$ cat src/sv/cur_pkg.sv
// ----------------------------------------------------------------------------
// cur_pkg
// Types and constants shared by the chunked upload receiver.
// ----------------------------------------------------------------------------
package cur_pkg;

  localparam logic [31:0] CRC_PRESET = 32'hFFFF_FFFF;
  localparam logic [31:0] CRC_POLY   = 32'hEDB8_8320;

  typedef enum logic [2:0] {
    REQ_ANNOUNCE = 3'd0,
    REQ_HEADER   = 3'd1,
    REQ_BODY     = 3'd2,
    REQ_TICK     = 3'd3,
    REQ_FINISH   = 3'd4,
    REQ_PSTART   = 3'd5,
    REQ_PSTOP    = 3'd6,
    REQ_QUERY    = 3'd7
  } req_t;

  typedef enum logic [4:0] {
    RSP_NONE         = 5'd0,
    RSP_READY        = 5'd1,
    RSP_REF_NAME     = 5'd2,
    RSP_REF_SIZE     = 5'd3,
    RSP_REF_PRINTING = 5'd4,
    RSP_REF_STORAGE  = 5'd5,
    RSP_NAK_LENGTH   = 5'd6,
    RSP_NAK_TIMEOUT  = 5'd7,
    RSP_NAK_NOSTREAM = 5'd8,
    RSP_NAK_ORDER    = 5'd9,
    RSP_NAK_CRC      = 5'd10,
    RSP_ACK          = 5'd11,
    RSP_REPORT       = 5'd12,
    RSP_ABORTED      = 5'd13,
    RSP_ABORT_REF    = 5'd14,
    RSP_DONE         = 5'd15,
    RSP_ND_NOSTREAM  = 5'd16,
    RSP_ND_SHORT     = 5'd17,
    RSP_ND_CRC       = 5'd18,
    RSP_READABLE     = 5'd19
  } rsp_t;

  localparam logic [1:0] PH_IDLE = 2'd0;
  localparam logic [1:0] PH_RECV = 2'd1;
  localparam logic [1:0] PH_DONE = 2'd2;

  localparam logic [1:0] FM_REPORT = 2'd0;
  localparam logic [1:0] FM_ABORT  = 2'd1;

  typedef struct packed {
    logic [2:0]  req_type;
    logic [31:0] file_size;
    logic [31:0] crc_value;
    logic [31:0] position;
    logic [15:0] chunk_len;
    logic [7:0]  body_byte;
    logic        name_ok;
    logic        storage_ok;
    logic        name_match;
    logic [1:0]  finish_mode;
  } req_item_t;

  typedef struct packed {
    logic [4:0]  resp_code;
    logic [31:0] echo_offset;
    logic [31:0] committed_bytes;
    logic [31:0] declared_bytes;
    logic [1:0]  stream_status;
    logic        printing_flag;
    logic [31:0] readable_bytes;
    logic        readable_unlimited;
    logic        file_completed;
  } rsp_item_t;

  function automatic logic [31:0] crc_byte(input logic [31:0] reg_in,
                                           input logic [7:0] b);
    logic [31:0] r;
    r = reg_in ^ {24'd0, b};
    for (int k = 0; k < 8; k++) begin
      r = r[0] ? ((r >> 1) ^ CRC_POLY) : (r >> 1);
    end
    return r;
  endfunction

endpackage

$ cat src/sv/cur_core.sv
// ----------------------------------------------------------------------------
// cur_core
// Upload state and the per-request decision logic; one request per cycle while step is high.
// ----------------------------------------------------------------------------
module cur_core import cur_pkg::*; #(
  parameter int CHUNK_MAX = 1024
) (
  input  logic        clk,
  input  logic        rst_n,
  input  logic        step,
  input  req_item_t   req,
  input  logic [15:0] timeout,
  output rsp_item_t   rsp
);

  logic [1:0]  phase_r, phase_nxt;
  logic [31:0] size_r, size_nxt, crcd_r, crcd_nxt, comm_r, comm_nxt;
  logic [31:0] fcrc_r, fcrc_nxt, poff_r, poff_nxt, pcrc_r, pcrc_nxt;
  logic [15:0] plen_r, plen_nxt, nbody_r, nbody_nxt, silent_r, silent_nxt;
  logic [31:0] ccrc_r, ccrc_nxt, ftrial_r, ftrial_nxt;
  logic        active_r, active_nxt, gate_r, gate_nxt;

  logic [31:0] ccrc_upd, ftrial_upd, comm_sum;
  logic [15:0] nbody_inc, silent_inc;
  logic [32:0] end_pos;

  assign ccrc_upd   = crc_byte(ccrc_r, req.body_byte);
  assign ftrial_upd = crc_byte(ftrial_r, req.body_byte);
  assign nbody_inc  = nbody_r + 16'd1;
  assign silent_inc = (silent_r != 16'hFFFF) ? silent_r + 16'd1 : silent_r;
  assign end_pos    = {1'b0, poff_r} + {17'd0, plen_r};
  assign comm_sum   = comm_r + {16'd0, plen_r};

  always_comb begin
    phase_nxt = phase_r; size_nxt = size_r; crcd_nxt = crcd_r; comm_nxt = comm_r;
    fcrc_nxt = fcrc_r; poff_nxt = poff_r; pcrc_nxt = pcrc_r; plen_nxt = plen_r;
    nbody_nxt = nbody_r; silent_nxt = silent_r; ccrc_nxt = ccrc_r;
    ftrial_nxt = ftrial_r; active_nxt = active_r; gate_nxt = gate_r;
    rsp = '0;
    rsp.resp_code = RSP_NONE;
    unique case (req_t'(req.req_type))
      REQ_ANNOUNCE: begin
        if (!req.name_ok) rsp.resp_code = RSP_REF_NAME;
        else if (req.file_size == '0) rsp.resp_code = RSP_REF_SIZE;
        else if (phase_r == PH_RECV && req.file_size == size_r &&
                 req.crc_value == crcd_r && req.name_match) begin
          active_nxt = 1'b0;
          rsp.resp_code = RSP_READY;
        end else if (gate_r) rsp.resp_code = RSP_REF_PRINTING;
        else begin
          phase_nxt = PH_IDLE; size_nxt = '0; crcd_nxt = '0; comm_nxt = '0;
          active_nxt = 1'b0; gate_nxt = 1'b0;
          if (!req.storage_ok) rsp.resp_code = RSP_REF_STORAGE;
          else begin
            size_nxt = req.file_size; crcd_nxt = req.crc_value;
            fcrc_nxt = CRC_PRESET; phase_nxt = PH_RECV;
            rsp.resp_code = RSP_READY;
          end
        end
      end
      REQ_HEADER: begin
        poff_nxt = req.position;
        active_nxt = 1'b0;
        if (req.chunk_len == '0 || 32'(req.chunk_len) > 32'(CHUNK_MAX)) begin
          rsp.resp_code = RSP_NAK_LENGTH;
          rsp.echo_offset = req.position;
        end else begin
          plen_nxt = req.chunk_len; pcrc_nxt = req.crc_value;
          nbody_nxt = '0; silent_nxt = '0; ccrc_nxt = CRC_PRESET;
          ftrial_nxt = fcrc_r; active_nxt = 1'b1;
        end
      end
      REQ_BODY: begin
        if (active_r) begin
          ccrc_nxt = ccrc_upd; ftrial_nxt = ftrial_upd;
          nbody_nxt = nbody_inc; silent_nxt = '0;
          if (nbody_inc >= plen_r) begin
            active_nxt = 1'b0;
            rsp.echo_offset = poff_r;
            if (phase_r != PH_RECV) rsp.resp_code = RSP_NAK_NOSTREAM;
            else if (poff_r != comm_r || end_pos > {1'b0, size_r})
              rsp.resp_code = RSP_NAK_ORDER;
            else if (~ccrc_upd != pcrc_r) rsp.resp_code = RSP_NAK_CRC;
            else begin
              comm_nxt = comm_sum; fcrc_nxt = ftrial_upd;
              if (comm_sum == size_r) begin
                phase_nxt = PH_DONE;
                rsp.file_completed = 1'b1;
              end
              rsp.resp_code = RSP_ACK;
            end
          end
        end
      end
      REQ_TICK: begin
        if (active_r) begin
          silent_nxt = silent_inc;
          if (silent_inc >= timeout) begin
            active_nxt = 1'b0;
            rsp.resp_code = RSP_NAK_TIMEOUT;
            rsp.echo_offset = poff_r;
          end
        end
      end
      REQ_FINISH: begin
        if (req.finish_mode == FM_REPORT) rsp.resp_code = RSP_REPORT;
        else if (req.finish_mode == FM_ABORT) begin
          if (gate_r) rsp.resp_code = RSP_ABORT_REF;
          else begin
            phase_nxt = PH_IDLE; size_nxt = '0; crcd_nxt = '0; comm_nxt = '0;
            active_nxt = 1'b0; gate_nxt = 1'b0;
            rsp.resp_code = RSP_ABORTED;
          end
        end else if (phase_r == PH_IDLE) rsp.resp_code = RSP_ND_NOSTREAM;
        else if (comm_r != size_r) rsp.resp_code = RSP_ND_SHORT;
        else if (~fcrc_r != crcd_r) begin
          if (!gate_r) begin
            phase_nxt = PH_IDLE; size_nxt = '0; crcd_nxt = '0; comm_nxt = '0;
            active_nxt = 1'b0;
          end
          rsp.resp_code = RSP_ND_CRC;
        end else rsp.resp_code = RSP_DONE;
      end
      REQ_PSTART: gate_nxt = (phase_r != PH_IDLE) && req.name_match;
      REQ_PSTOP:  gate_nxt = 1'b0;
      REQ_QUERY: begin
        rsp.resp_code = RSP_READABLE;
        if (phase_r != PH_RECV) rsp.readable_unlimited = 1'b1;
        else if (req.position < comm_r) rsp.readable_bytes = comm_r - req.position;
      end
      default: ;
    endcase
    rsp.committed_bytes = comm_nxt;
    rsp.declared_bytes  = size_nxt;
    rsp.stream_status   = phase_nxt;
    rsp.printing_flag   = gate_nxt;
  end

  always_ff @(posedge clk) begin
    if (!rst_n) begin
      phase_r <= PH_IDLE; size_r <= '0; crcd_r <= '0; comm_r <= '0;
      fcrc_r <= CRC_PRESET; poff_r <= '0; plen_r <= '0; pcrc_r <= '0;
      nbody_r <= '0; ccrc_r <= CRC_PRESET; ftrial_r <= CRC_PRESET;
      active_r <= 1'b0; gate_r <= 1'b0; silent_r <= '0;
    end else if (step) begin
      phase_r <= phase_nxt; size_r <= size_nxt; crcd_r <= crcd_nxt;
      comm_r <= comm_nxt; fcrc_r <= fcrc_nxt; poff_r <= poff_nxt;
      plen_r <= plen_nxt; pcrc_r <= pcrc_nxt; nbody_r <= nbody_nxt;
      ccrc_r <= ccrc_nxt; ftrial_r <= ftrial_nxt; active_r <= active_nxt;
      gate_r <= gate_nxt; silent_r <= silent_nxt;
    end
  end

endmodule

$ cat src/sv/chunked_upload_receiver.sv
// ----------------------------------------------------------------------------
// chunked_upload_receiver
// Resumable CRC-checked chunked upload receiver, stream interface.
// ----------------------------------------------------------------------------
// One request transfer in, one result transfer out. A request is registered,
// decided in the next cycle against the upload state and its result lands in
// a two-entry output buffer; a new request is taken every cycle while that
// buffer has room, so throughput is one request per cycle while results
// are taken. The byte-wide CRC update of each body byte sets the critical
// path. cfg_tdata sets the body timeout in ticks; write it only while idle.
module chunked_upload_receiver import cur_pkg::*; #(
  parameter int CHUNK_MAX = 1024
) (
  input  logic         clk,
  input  logic         rst_n,
  input  logic         cfg_valid,
  output logic         cfg_ready,
  input  logic [15:0]  cfg_tdata,   // body_timeout_ticks
  input  logic         in_tvalid,
  output logic         in_tready,
  // req_type[2:0], file_size[34:3], crc_value[66:35], position[98:67],
  // chunk_len[114:99], body_byte[122:115], name_ok[123], storage_ok[124],
  // name_match[125], finish_mode[127:126]
  input  logic [127:0] in_tdata,
  output logic         out_tvalid,
  input  logic         out_tready,
  // resp_code[4:0], echo_offset[36:5], committed_bytes[68:37],
  // declared_bytes[100:69], stream_status[102:101], printing_flag[103],
  // readable_bytes[135:104], readable_unlimited[136], file_completed[137]
  output logic [143:0] out_tdata
);

  logic [15:0] tmo_r;
  req_item_t   req_r;
  logic        req_v_r;
  rsp_item_t   rsp;
  rsp_item_t   buf_r [2];
  logic [1:0]  cnt_r;
  logic        wp_r, rp_r;
  logic        push, pop;

  assign cfg_ready = 1'b1;
  always_ff @(posedge clk) begin
    if (!rst_n) tmo_r <= 16'd2000;
    else if (cfg_valid) tmo_r <= cfg_tdata;
  end

  // in flight = registered request plus buffered results; keep total <= 2
  assign in_tready = ({1'b0, cnt_r} + {2'b0, req_v_r}) < 3'd2 ||
                     (pop && ({1'b0, cnt_r} + {2'b0, req_v_r}) < 3'd3);
  assign push = req_v_r;
  assign pop  = out_tvalid && out_tready;

  always_ff @(posedge clk) begin
    if (!rst_n) req_v_r <= 1'b0;
    else req_v_r <= in_tvalid && in_tready;
    if (in_tvalid && in_tready) req_r <= req_item_t'({in_tdata[2:0], in_tdata[34:3],
      in_tdata[66:35], in_tdata[98:67], in_tdata[114:99], in_tdata[122:115],
      in_tdata[123], in_tdata[124], in_tdata[125], in_tdata[127:126]});
  end

  cur_core #(.CHUNK_MAX(CHUNK_MAX)) u_core (
    .clk(clk), .rst_n(rst_n), .step(req_v_r), .req(req_r), .timeout(tmo_r),
    .rsp(rsp)
  );

  always_ff @(posedge clk) begin
    if (!rst_n) begin
      cnt_r <= '0; wp_r <= 1'b0; rp_r <= 1'b0;
    end else begin
      if (push) wp_r <= ~wp_r;
      if (pop) rp_r <= ~rp_r;
      cnt_r <= cnt_r + {1'b0, push} - {1'b0, pop};
    end
    if (push) buf_r[wp_r] <= rsp;
  end

  assign out_tvalid = cnt_r != 2'd0;
  always_comb begin
    out_tdata = '0;
    out_tdata[0 +: 5]    = buf_r[rp_r].resp_code;
    out_tdata[5 +: 32]   = buf_r[rp_r].echo_offset;
    out_tdata[37 +: 32]  = buf_r[rp_r].committed_bytes;
    out_tdata[69 +: 32]  = buf_r[rp_r].declared_bytes;
    out_tdata[101 +: 2]  = buf_r[rp_r].stream_status;
    out_tdata[103]       = buf_r[rp_r].printing_flag;
    out_tdata[104 +: 32] = buf_r[rp_r].readable_bytes;
    out_tdata[136]       = buf_r[rp_r].readable_unlimited;
    out_tdata[137]       = buf_r[rp_r].file_completed;
  end

endmodule

$ cat config.mk
export PLATFORM = sky130hd
export DESIGN_NAME = chunked_upload_receiver
export DESIGN_NICKNAME = d
export VERILOG_FILES = /design/src/sv/cur_pkg.sv /design/src/sv/cur_core.sv /design/src/sv/chunked_upload_receiver.sv
export SDC_FILE = /design/constraint.sdc
export NUM_CORES = 2
export LEC_CHECK = 0
export ABC_AREA = 1
export BUFFER_PORTS_ARGS = -buffer_cell sky130_fd_sc_hd__buf_2
export CAP_MARGIN = 40
export CORE_MARGIN = 4
export CORE_UTILIZATION = 57
export CTS_BUF_LIST = sky130_fd_sc_hd__clkbuf_8
export CTS_CLUSTER_SIZE = 25
export DETAILED_ROUTE_END_ITERATION = 10
export HOLD_SLACK_MARGIN = 0.02
export PLACE_DENSITY = 0.81
export REMOVE_ABC_BUFFERS = 1
export SLEW_MARGIN = 20
export SYNTH_ARGS = -nofsm -noshare
export SYNTH_HDL_FRONTEND = slang
export SYNTH_HIERARCHICAL = 1
export SYNTH_SLANG_ARGS = --single-unit
$ cat constraint.sdc
create_clock -name clk -period 6.3 [get_ports clk]
set_clock_uncertainty 0.15 [all_clocks]
set_input_delay 1.575 -clock clk [delete_from_list [all_inputs] [get_ports clk]]
set_output_delay 1.575 -clock clk [all_outputs]
set_load 0.05 [all_outputs]
==> metrics.cfg <==
[placed_design]
io_buffer_count=288
gp_congestion=0.988
placed_cell_area_um2=42600
pre_cts_ws_ns=0.717
post-dp-hpwl_um=96300

[synthesis]
synthFlopType=edfxtp_1
yosysTopAreaCell=edfxtp_1
syn_area_per_cell_um2=8.30
seq_area_frac_synth_pct=46.4
synth.area.top_cells=edfxtp_1, dfxtp_1, nand2_1, inv_1, nand3_1
synth_seq_cells=734
yosysWarnings=6
synth_top_area_share_pct=30.1
syn_inst=4865
syn-cell-area_um2=40400
synth_edf_count=404
synth-async-reset-ratio_pct=0
synth_cell_types=58

[power_and_ir_drop]
comb_power_share_pct=33.4
intPower_w=0.00971
switching_share_pct=39.0
clockPowerShare_pct=28.3
leakage_nw=20.6
p_sw_w=0.00620
seq_power_share_pct=38.4
p_per_area_nw_per_um2=352
peakVddDrop_v=0.000264

[grt]
grt_pass1_wl_um=196000
grt_pass1_vias=34156
grt_antenna_before_repair=3
grt_start_max_net_pins=139
track_usage_pct=33.7
gr-total-overflow=0

[timing]
finalSetupViolCount=0
rsz0062_at_grt=no
tightest_slew_ns=1.09
period_minus_slack_ns=5.81
min_period_over_period_pct=92.3
setup_ws_ns=0.488
slew_viol_final=0
fmaxAchievable_ghz=0.172
fin_tns_setup_ns=0
hold_viol=0
slew_headroom_pct=27.1
whs_ns=0.309

[die]
rows=97
core_um2=70100
die_w_um=274
die_area_um2=75100
ios=296
initial_core_util_pct=57.5
die_h_um=274

[cells_and_area]
utilization_pct=64.4
synthToLayoutAreaGrowth_pct=12.0
nets=5421
drive_above_1_share_pct=13.7
postLayoutCellArea_um2=45200

[clock_tree]
cts_buffers=117
cts.htree.levels=3
cts-root-buf=clkbuf_8
clk_latency_ns=0.75
postCtsHoldBufs=0
clk_pin_slew_ns=0.06
cts.sinks=734
postCtsResizedCells=0
post-cts-setup-buffer-count=0
cts.path.max_buffers=3
cts_tree=yes

[run]
maxCapViolations=0

[setup_path]
crit_buf_inv=5
arrival_ns=6.11
end_kind=flip-flop
r2r_end=buf_r[0][74]$_DFFE_PP_
cp.depth=31
crit_fanout=20
cp-endpoint=buf_r[0][74]$_DFFE_PP_
r2r_slack_ns=0.49
critical_path.max_stage_delay_ns=0.44
critPathLaunchType=flip-flop
criticalPathCategory=flip-flop to flip-flop
reg2reg_depth=31
r2r-start=u_core/poff_r[2]$_SDFFE_PN0P_
crit_start=u_core/poff_r[2]$_SDFFE_PN0P_
cp_data_required_time_ns=6.60
critical_path.top_delay_family=simple AND/OR/NAND/NOR gates
cp_slowest_cell=inv_2
crit_top_cell=nand2_1

[min_path]
min_path_type=flip-flop to flip-flop

[outcome]
status=finished, final reports clean

[route]
drt_first_pass_iters=9
final_antenna_net_count=0
drt-total-wl_um=131000
vias=36054
wl_per_cell_um=21.1
drt_iter0_drc=4124
post-route-drc-count=0
viasPerCell=5.83

[layout by cell type, fill, tap and decap left out, types with 5 or more instances in the layout]
cell       Yosys  routed
ha_1         135     135
a21o_1        14      14
conb_1         2       7
o21ai_1        9       9
bufinv_16      0      13
xnor2_1       74      74
o21a_1         8       8
nor3_1        51      51
a22oi_1       13      13
o22ai_1       73      73
o211ai_1      41      41
nand3b_1      14      14
clkinv_1       3      21
or2_2         24      24
a211oi_1      13      13
o21bai_1       5       5
nor3b_1        7       7
a21oi_1      331     331
o2111ai_1      5       5
o21ai_0      300     300
edfxtp_1     404     404
xor2_1       138     138
nor4_1        31      31
nand2_2       11      12
buf_2         23     290
clkinv_2       0      16
inv_1        571     599
and2_1         5       5
nand2_1     1167    1166
inv_2         13      14
clkbuf_8       0     139
a31oi_1       20      20
nand4_1       87      87
nand3_1      345     344
dfxtp_1      330     328
nor2_1       256     253
mux2_2       138     138
buf_4         16      37
[state kept, by name, summed over array words and instances (netlist names), 2 cells and up, named ones only]
register,flops
buf_r,276
req_r,128
u_core/ccrc_r,32
u_core/comm_r,32
u_core/crcd_r,32
u_core/fcrc_r,32
u_core/ftrial_r,32
u_core/pcrc_r,32
u_core/poff_r,32
u_core/size_r,32
tmo_r,16
u_core/nbody_r,16
u_core/plen_r,16
u_core/silent_r,16
cnt_r,2
u_core/phase_r,2
[layer usage]
| metal | GRT usage, % | vias up | share of wire (%) |
|---|---|---|---|
| li1 | - | 16973 | - |
| met1 | 42.1 | 16715 | 38 |
| met2 | 55.7 | 1920 | 47 |
| met3 | 4.81 | 446 | 8.1 |
| met4 | 20.6 | 0 | 7.0 |
| met5 | 0 | - | 0 |
[worst min path at each step]
stage	from	endpoint	slack, ns	cells after the start
after CTS	tmo_r[10]$_SDFFE_PN1P_	tmo_r[10]$_SDFFE_PN1P_	0.31	2
after detailed placement	tmo_r[10]$_SDFFE_PN1P_	tmo_r[10]$_SDFFE_PN1P_	0.30	2
after global placement	tmo_r[6]$_SDFFE_PN1P_	tmo_r[6]$_SDFFE_PN1P_	0.29	2
after floorplan	tmo_r[10]$_SDFFE_PN1P_	tmo_r[10]$_SDFFE_PN1P_	0.28	2
after global routing	u_core/nbody_r[7]$_SDFFE_PN0P_	u_core/nbody_r[7]$_SDFFE_PN0P_	0.34	2
final	tmo_r[10]$_SDFFE_PN1P_	tmo_r[10]$_SDFFE_PN1P_	0.31	2
[power by group through the flow]
| stage | Combinational [W] | Clock (W) | Sequential (W) |
|---|---|---|---|
| final | 0.00531 | 0.00450 | 0.00610 |
| after global routing | 0.00570 | 0.00477 | 0.00614 |
| after CTS | 0.00523 | 0.00454 | 0.00609 |
| after detailed placement | 0.00520 | 0 | 0.00618 |
| after global placement | 0.00514 | 0 | 0.00617 |
| after floorplan | 0.00367 | 0 | 0.00611 |
[through the flow]
step	instances	total power [W]
after CTS	6175	0.0159
after global routing	6180	0.0166
after floorplan	4679	0.00978
after global placement	5944	0.0113
after detailed placement	5952	0.0114
final	6180	0.0159
[cell families (layout without fill, tap and decap cells)]
kind of cell / Yosys count / after routing / synth area share [%]
fa+ha+maj: 138 / 138 / 4.33
simple gates: 2012 / 2012 / 21.3
xor+xnor: 215 / 215 / 4.77
flops: 734 / 734 / 46.4
other cells: 2 / 9 / 0.0186
mux: 138 / 138 / 3.85
buf+inv: 778 / 1146 / 7.78
compound gates: 848 / 848 / 11.6
[layout make-up]
type                    count  area (um2)
well taps                 940        1180
inverters                 587        2220
repair buffers            336        1900
multi-input cells        3358       18500
clock buffers             139        1910
flip-flops and latches    734       18700
fillers                  5907       25000
clock inverters            84         704
diodes                      2        5.00
[Yosys cell counts (13+ instances only)]
cell type and count:
a21oi_1 331, nand2_1 1167, nor2_1 256, nand4_1 87, a31oi_1 20, o21ai_0 300
nor3_1 51, nor4_1 31, o211ai_1 41, a22oi_1 13, xor2_1 138, inv_2 13
o22ai_1 73, clkbuf_1 122, xnor2_1 74, nand3_1 345, mux2_2 138, inv_1 571
buf_2 23, a21o_1 14, nand3b_1 14, dfxtp_1 330, ha_1 135, buf_4 16
edfxtp_1 404, or2_2 24, buf_6 17, a211oi_1 13
[tightest hold or removal path, stage by stage (launching register included)]
cell and delay [ns]:
dfxtp_1 0.33, nand2_1 0.05, nand3_1 0.05
No activity file was read; power rests on OpenSTA's default activity.
